$ cat src/rtl/assert_macros.svh
// assertion macros used by the sparse vector store top level
`ifndef ASSERT_MACROS_SVH
`define ASSERT_MACROS_SVH

// property checked on the rising clock edge, off while reset is asserted
`define SSV_ASSERT(lbl, prop, msg) \
  lbl: assert property (@(posedge clk_i) disable iff (!rst_ni) (prop)) else $error(msg);

// property checked on every rising clock edge, reset included
`define SSV_ASSERT_ALWAYS(lbl, prop, msg) \
  lbl: assert property (@(posedge clk_i) (prop)) else $error(msg);

`endif

$ cat src/rtl/ssv_pkg.sv
// types and constants of the sorted sparse vector store
package ssv_pkg;

  // payload widths fixed by the interface
  localparam int VALUE_W     = 32;
  localparam int MAG_W       = 31;
  localparam int POS_W       = 8;
  localparam int COUNT_OUT_W = 9;
  localparam int FUNC_W      = 2;

  // entries per group of the result collection tree
  localparam int GROUP_SEL_W = 4;
  localparam int GROUP_SIZE  = 1 << GROUP_SEL_W;

  // operation codes
  localparam logic [FUNC_W-1:0] FUNC_INSERT = 2'd0;
  localparam logic [FUNC_W-1:0] FUNC_READ   = 2'd1;
  localparam logic [FUNC_W-1:0] FUNC_CLEAR  = 2'd2;

  // configuration register select (address bit 2)
  localparam logic REG_FILTER_EN = 1'b0;
  localparam logic REG_THRESHOLD = 1'b1;

  // operation sequencer states
  typedef enum logic [1:0] {
    ST_IDLE,
    ST_CMP,
    ST_RED,
    ST_APPLY
  } state_e;

  // command broadcast to every cell in the apply cycle
  typedef struct packed {
    logic ins;
    logic upd;
  } cell_cmd_t;

endpackage

$ cat src/rtl/ssv_cell.sv
// one storage cell of the sorted chain: entry, compare flags and shift logic
module ssv_cell #(
  parameter int CAPACITY    = 256,
  parameter int INDEX_WIDTH = 16,
  parameter int CELL_POS    = 0
) (
  input  logic                                   clk_i,
  input  ssv_pkg::cell_cmd_t                     cmd_i,
  input  logic [$clog2(CAPACITY+1)-1:0]          count_i,
  input  logic [INDEX_WIDTH-1:0]                 key_i,
  input  logic [ssv_pkg::VALUE_W-1:0]            val_i,
  input  logic [INDEX_WIDTH-1:0]                 prev_idx_i,
  input  logic [ssv_pkg::VALUE_W-1:0]            prev_val_i,
  input  logic                                   prev_lt_i,
  output logic [INDEX_WIDTH-1:0]                 idx_o,
  output logic [ssv_pkg::VALUE_W-1:0]            val_o,
  output logic                                   lt_o,
  output logic                                   eq_o
);

  logic [INDEX_WIDTH-1:0]      idx_q, idx_d;
  logic [ssv_pkg::VALUE_W-1:0] val_q, val_d;
  logic                        lt_q, eq_q;
  logic                        valid;

  // entry is live when its position is below the count
  assign valid = (int'(count_i) > CELL_POS);

  // insert: first cell not below the key takes the new entry, cells above shift up
  always_comb begin
    idx_d = idx_q;
    val_d = val_q;
    if (cmd_i.ins) begin
      if (!lt_q) begin
        if (prev_lt_i) begin
          idx_d = key_i;
          val_d = val_i;
        end else begin
          idx_d = prev_idx_i;
          val_d = prev_val_i;
        end
      end
    end else if (cmd_i.upd && eq_q) begin
      val_d = val_i;
    end
  end

  // entry and compare flags
  always_ff @(posedge clk_i) begin
    idx_q <= idx_d;
    val_q <= val_d;
    lt_q  <= valid && (idx_q < key_i);
    eq_q  <= valid && (idx_q == key_i);
  end

  assign idx_o = idx_q;
  assign val_o = val_q;
  assign lt_o  = lt_q;
  assign eq_o  = eq_q;

endmodule

$ cat config.mk
export PLATFORM = sky130hd
export DESIGN_NAME = ssv_cell
export DESIGN_NICKNAME = d
export VERILOG_FILES = /design/src/rtl/assert_macros.svh /design/src/rtl/ssv_pkg.sv /design/src/rtl/ssv_cell.sv
export SDC_FILE = /design/constraint.sdc
export NUM_CORES = 1
export LEC_CHECK = 0
export BUFFER_PORTS_ARGS = -buffer_cell sky130_fd_sc_hd__buf_2
export CORE_ASPECT_RATIO = 0.9
export CORE_MARGIN = 2
export CORE_UTILIZATION = 47
export DETAILED_ROUTE_END_ITERATION = 16
export HOLD_SLACK_MARGIN = 0.15
export MAX_ROUTING_LAYER = met4
export PLACE_DENSITY = 0.95
export REMOVE_ABC_BUFFERS = 1
export SYNTH_ARGS = -nofsm -noshare
export SYNTH_HDL_FRONTEND = slang
export SYNTH_SLANG_ARGS = --single-unit
$ cat constraint.sdc
create_clock -name clk_i -period 4.8 [get_ports clk_i]
set_input_delay 0 -clock clk_i [delete_from_list [all_inputs] [get_ports clk_i]]
set_output_delay 0 -clock clk_i [all_outputs]
set_load 0.02 [all_outputs]
==> results of run 1 <==
[routing by layer]
| layer | wire length [um] | GRT usage (%) | up-vias |
|---|---|---|---|
| li1 | - | - | 1150 |
| met1 | 2870 | 25.8 | 1172 |
| met2 | 4770 | 54.6 | 113 |
| met3 | 421 | 5.31 | 24 |
| met4 | 259 | 11.1 | 0 |
| met5 | 0 | - | - |
[state kept, by name, indices dropped and copies added (netlist names)]
register and flops:
lt_o 1, eq_o 1, idx_o 16, val_o 32
[worst reg2reg max path, cell delays in order, from the launching register on]
cell and delay, ps:
edfxtp_1 430, ha_1 360, nand4_1 140, nor3_1 280
a21boi_0 210, nor4_1 90
[through the flow]
| stage | hold WS (ps) | util, % | power [mW] | cell area [um2] | worst slack, ps |
|---|---|---|---|---|---|
| detailed placement | 303 | 62.5 | 0.760 | 3490 | 3140 |
| floorplan | 218 | - | 0.664 | 2600 | 2250 |
| global placement | 299 | 62.5 | 0.749 | 3490 | 3210 |
| finish | 237 | 81.6 | 1.07 | 4570 | 2770 |
| CTS | 204 | 81.6 | 1.07 | 4570 | 2900 |
| global route | 262 | 81.6 | 1.12 | 4570 | 2740 |
[worst min path at each step]
stage / to / slack [ps] / startpoint
3_3_place_gp: val_o[7] / 300 / prev_val_i[7]
6_report: lt_o / 240 / key_i[11]
3_5_place_dp: val_o[11] / 300 / val_i[11]
5_1_grt: lt_o / 260 / key_i[15]
2_1_floorplan: val_o[10] / 220 / val_i[10]
4_1_cts: lt_o / 200 / key_i[15]
[power groups by stage]
stage / Sequential, mW / Clock, mW / Combinational [mW]
after global placement: 0.537 / 0 / 0.213
after CTS: 0.529 / 0.243 / 0.297
after global routing: 0.532 / 0.258 / 0.327
final: 0.530 / 0.233 / 0.306
after floorplan: 0.576 / 0 / 0.0881
after detailed placement: 0.538 / 0 / 0.221
[cell families after synthesis]
logic type,count (synthesis)
flops,50
mux,48
compound gates,13
buf+inv,22
simple gates,20
fa+ha+maj,16
[cell type report]
class / count / area, um2 / share of cell area [%]
repair buffers: 258 / 1790 / 39.2
well taps: 70 / 87.6 / 1.92
flip-flops and latches: 50 / 1480 / 32.4
clock buffers: 6 / 72.6 / 1.59
inverters: 16 / 60.1 / 1.32
multi-input cells: 97 / 1070 / 23.4
clock inverters: 2 / 8.76 / 0.192
[layout by cell type, fill, tap and decap left out, drive strengths merged]
cell type and instances:
edfxtp 48, nor2 1, dfxtp 2, ha 16
o21ai 1, o21bai 1, dlygate4sd3 99, a211oi 1
a21o 2, a21oi 5, clkbuf 6, nor4 2
nand2 4, and4 2, buf 159, nand4 3
nor3 2, nand3 2, o211ai 2, nand2b 1
mux2 48, and3 1, a21boi 1, inv 16
nor2b 2, clkinv 2
==> results_dict.tcl, run 1 <==
set metrics [dict create \
    antenna_found_initial 0 \
    initial_core_util_pct 48.0 \
    hold_depth 6 \
    ant_nets 0 \
    synth_seq_area_share_pct 55.2 \
    layout-drive-gt1-share_pct 50.1 \
    status "finished, final reports clean" \
    synth_area_mm2 0.00269 \
    period_needed_ps 2030 \
    holdBufCountCts 99 \
    path_buf_inv 4 \
    p_switching_mw 0.277 \
    critPathArrivalTime_ps 2220 \
    die-area_mm2 0.00633 \
    p_clk_share_pct 21.8 \
    ir_drop_uv 174 \
    grt.total_usage_pct 27.1 \
    place_hpwl_um 4730 \
    synthTopCellsByArea "edfxtp_1, mux2_4, mux2_2" \
    cp.depth 7 \
    grt_max_degree 33 \
    finalHoldViolCount 0 \
    fmax_ghz 0.493 \
    clk_pin_slew_ps 80 \
    fin_crit_sh_pct 42.2 \
    io_buffers 158 \
    cts_buffers 5 \
    holdCritPathClass "input pin to register" \
    ys_ff_latch 50 \
    p_leak_nw 2.17 \
    tns_ps 0 \
    worstSetupEndpointType "register" \
    drv_cap 0 \
    synthCells 169 \
    yosysMostFrequentCell "edfxtp_1" \
    required_ps 4990 \
    final_cells 499 \
    slew_violations 0 \
    htreeDepth 2 \
    clk_path_buf_depth 2 \
    synth_xor_area_share_pct 0 \
    crit_path_end "eq_o" \
    route.detailed.vias_per_inst 4.93 \
    intPower_mw 0.792 \
    syn_area_per_cell_um2 15.9 \
    dieHeight_um 75.7 \
    core_area_mm2 0.00560 \
    ff2ff_path_depth 5 \
    die_x_um 83.7 \
    critical_path_class "input pin to register" \
    synthMuxAreaShare_pct 24.3 \
    remaining_drc_errors 0 \
    relSlewSlack_pct 38.1 \
    cts_resized 0 \
    synth_warnings 0 \
    synth_cell_types 26 \
    grt_pass1_vias 2658 \
    synth.largest_area_cell "edfxtp_1" \
    first_pass_iters 4 \
    r2r_slack_ps 3180 \
    grt_pass1_wl_um 12600 \
    drt-total-wl_um 8320 \
    fin_worst_skew_ps 4.44 \
    dp.cells 392 \
    post_cts_buffers 0 \
    cts-root-buf "clkbuf_8" \
    final-setup-viol-count 0 \
    combPwrFrac_pct 28.6 \
    drtIter0Drc 79 \
    nets 553 \
    clock_sinks 50 \
    seqPwrFrac_pct 49.6 \
    power_per_cell_area_mw_per_mm2 234 \
    synth_top_area_share_pct 53.7 \
    clk_latency_ps 300 \
    crit_start "count_i[8]" \
    slowest_delay_ps 580 \
    rsz0062_at_grt "no" \
    vias 2459 \
    wire_per_inst_um 16.7 \
    synthToLayoutAreaGrowth_pct 70.1 \
    synth_top_family_by_area "multiplexers" \
    cp_top_family "buffers and inverters" \
    reg2reg_to "lt_o" \
    path_cells "dlygate4sd3_1, buf_2, nor2_1, dlygate4sd3_1, nand3_1, dlygate4sd3_1, and3_1" \
    n_fill_cell 331 \
    pin_count 159 \
    netSwitchingFraction_pct 25.9 \
    yosys.area_share.simple_pct 4.47 \
    grt-ovfl-total 0 \
    cp_slowest_cell "dlygate4sd3_1" \
    async_reset_ff_share_pct 0 \
    path_common_cell "dlygate4sd3_1" \
    synth-compound-area-share_pct 3.08 \
    synth_edf_count 48 \
    ys.flop_type "edfxtp_1" \
    reg2reg_from "idx_o[14]" \
    synthAdderAreaFrac_pct 7.46 \
    finalWeightedCongestion 0.827 \
    rows 26 \
    worst_pin_slew_ps 925 \
    cp_max_fo 2 \
    insertedDiodeCount 0 \
    synth_common_cells "edfxtp_1, mux2_4, mux2_2, ha_1, inv_1" \
    critical_path.startpoint_type "input pin" \
    cts_tree "yes" \
]
Power figures use the tool's default switching activity.
==> inputs of run 2 (changes only) <==
--- a/config.mk
+++ b/config.mk
@@ -8,11 +8,11 @@
 export BUFFER_PORTS_ARGS = -buffer_cell sky130_fd_sc_hd__buf_2
 export CORE_ASPECT_RATIO = 0.9
 export CORE_MARGIN = 2
-export CORE_UTILIZATION = 47
+export CORE_UTILIZATION = 44
 export DETAILED_ROUTE_END_ITERATION = 16
 export HOLD_SLACK_MARGIN = 0.15
 export MAX_ROUTING_LAYER = met4
-export PLACE_DENSITY = 0.95
+export PLACE_DENSITY = 0.92
 export REMOVE_ABC_BUFFERS = 1
 export SYNTH_ARGS = -nofsm -noshare
 export SYNTH_HDL_FRONTEND = slang
==> constraint.sdc (replaced) <==
create_clock -name clk_i -period 2.1 [get_ports clk_i]
set_input_delay 0 -clock clk_i [delete_from_list [all_inputs] [get_ports clk_i]]
set_output_delay 0 -clock clk_i [all_outputs]
set_load 0.02 [all_outputs]
==> run 2 against run 1 <==
  * Count of clock-buffer cells in the layout unchanged
  * Sequential power grew 130%
  * Non-clock buffer count rose by 1
==> results_dict.tcl, run 2 (synthesis gave the netlist of run 1 again) <==
set metrics [dict create \
    crit_path_end "eq_o" \
    n_fill_cell 352 \
    nets 554 \
    setup_slack_ps 77.7 \
    layout.cells.most_common "buf_2" \
    vias 2536 \
    period_needed_ps 2020 \
    finalHoldViolCount 0 \
    clk_latency_ps 300 \
    power_mw 2.46 \
    reg2reg_to "lt_o" \
    pre_cts_ws_ps 535 \
    required_ps 2280 \
    remaining_drc_errors 0 \
    worstSetupEndpointType "register" \
    slew_violations 0 \
    io_buffers 158 \
    clk_pin_slew_ps 100 \
    fmax_ghz 0.494 \
    drtIter0Drc 82 \
    grt_max_degree 33 \
    cts_resized 0 \
    synthToLayoutAreaGrowth_pct 70.4 \
    rows 26 \
    worst_pin_slew_ps 903 \
    hold_depth 6 \
    placed_cell_area_mm2 0.00350 \
    whs_ps 257 \
    wire_per_inst_um 18.2 \
    final_cell_area_mm2 0.00457 \
    r2r_slack_ps 380 \
    ant_nets 0 \
    cts_tree "yes" \
    fin_worst_skew_ps 10.7 \
    core_area_mm2 0.00579 \
    grt.total_usage_pct 27.7 \
    cp_max_fo 2 \
    seq_area_mm2 0.00148 \
    power_per_cell_area_mw_per_mm2 539 \
    antenna_found_initial 0 \
    clk_path_buf_depth 2 \
    pin_count 159 \
    tns_ps 0 \
    ff2ff_path_depth 5 \
    reg2reg_from "idx_o[15]" \
    cts_buffers 5 \
    finalWeightedCongestion 0.836 \
    grt_pass1_wl_um 13700 \
    grt_pass1_vias 2928 \
    mostFrequentLayoutCells "buf_2, dlygate4sd3_1, edfxtp_1, mux2_4, mux2_2" \
    grt-ovfl-total 0 \
    relSlewSlack_pct 39.6 \
    holdCritPathClass "input pin to register" \
    clock_sinks 50 \
    initial_core_util_pct 46.4 \
    critical_path_class "input pin to register" \
    p_leak_nw 2.17 \
    critical_path.startpoint_type "input pin" \
    drt-total-wl_um 9080 \
    rsz0062_at_grt "no" \
    critPathArrivalTime_ps 2210 \
    die_x_um 86.3 \
    ir_drop_uv 360 \
    multi_input_area_mm2 0.00107 \
    first_pass_iters 5 \
    htreeDepth 2 \
    status "finished, final reports clean" \
    cts-root-buf "clkbuf_8" \
    crit_start "count_i[8]" \
    final-setup-viol-count 0 \
    fin_crit_sh_pct 96.3 \
    largest_reg_flops 32 \
    route.detailed.vias_per_inst 5.07 \
    die-area_mm2 0.00674 \
    drv_cap 0 \
    insertedDiodeCount 0 \
    layout-drive-gt1-share_pct 50.2 \
    dieHeight_um 78.1 \
    place_hpwl_um 5100 \
]
[run 2: layout make-up]
type	instances	area share [%]
multi-input cells	97	23.3
clock buffers	6	1.59
inverters	16	1.31
repair buffers	259	39.3
flip-flops and latches	50	32.4
well taps	70	1.91
clock inverters	2	0.191
[run 2: what timing repair did]
item | in CTS | in global routing
hold buffers | 99 | 0
hold endpoints to repair | 49 | 0
setup endpoints to repair | 0 | 0
buffers inserted | 0 | 0
[run 2: report_power, final]
part	internal (mW)	switching, mW	total, mW	leakage, nW
Sequential	1.19	0.0260	1.21	0.464
Clock	0.230	0.308	0.538	0.0426
Combinational	0.399	0.316	0.715	1.67
[run 2: stage by stage]
| step | util [%] | cells |
|---|---|---|
| floorplan | - | 163 |
| global placement | 60.5 | 393 |
| detailed placement | 60.5 | 393 |
| CTS | 79.0 | 500 |
| global route | 79.0 | 500 |
| finish | 79.0 | 500 |
[run 2: how the worst min path moves through the flow]
stage	from	to	slack, ps
floorplan	val_i[10]	val_o[10]	220
global placement	val_i[6]	val_o[6]	300
detailed placement	val_i[6]	val_o[6]	300
CTS	count_i[1]	lt_o	210
global route	key_i[15]	lt_o	280
finish	key_i[15]	lt_o	260
[run 2: per-layer routing]
layer  GRT usage [%]  routed length [um]  share of wire [%]  up-vias
li1                -                   -                  -     1155
met1            24.6                2940                 32     1181
met2            52.1                5070                 56      146
met3            6.10                 543                6.0       54
met4            17.7                 528                5.8        0
met5               -                   0                  0        -
[run 2: critical path: stages]
cell,delay (ps)
dlygate4sd3_1,530
buf_2,130
nor2_1,100
dlygate4sd3_1,570
nand3_1,110
dlygate4sd3_1,590
and3_1,180
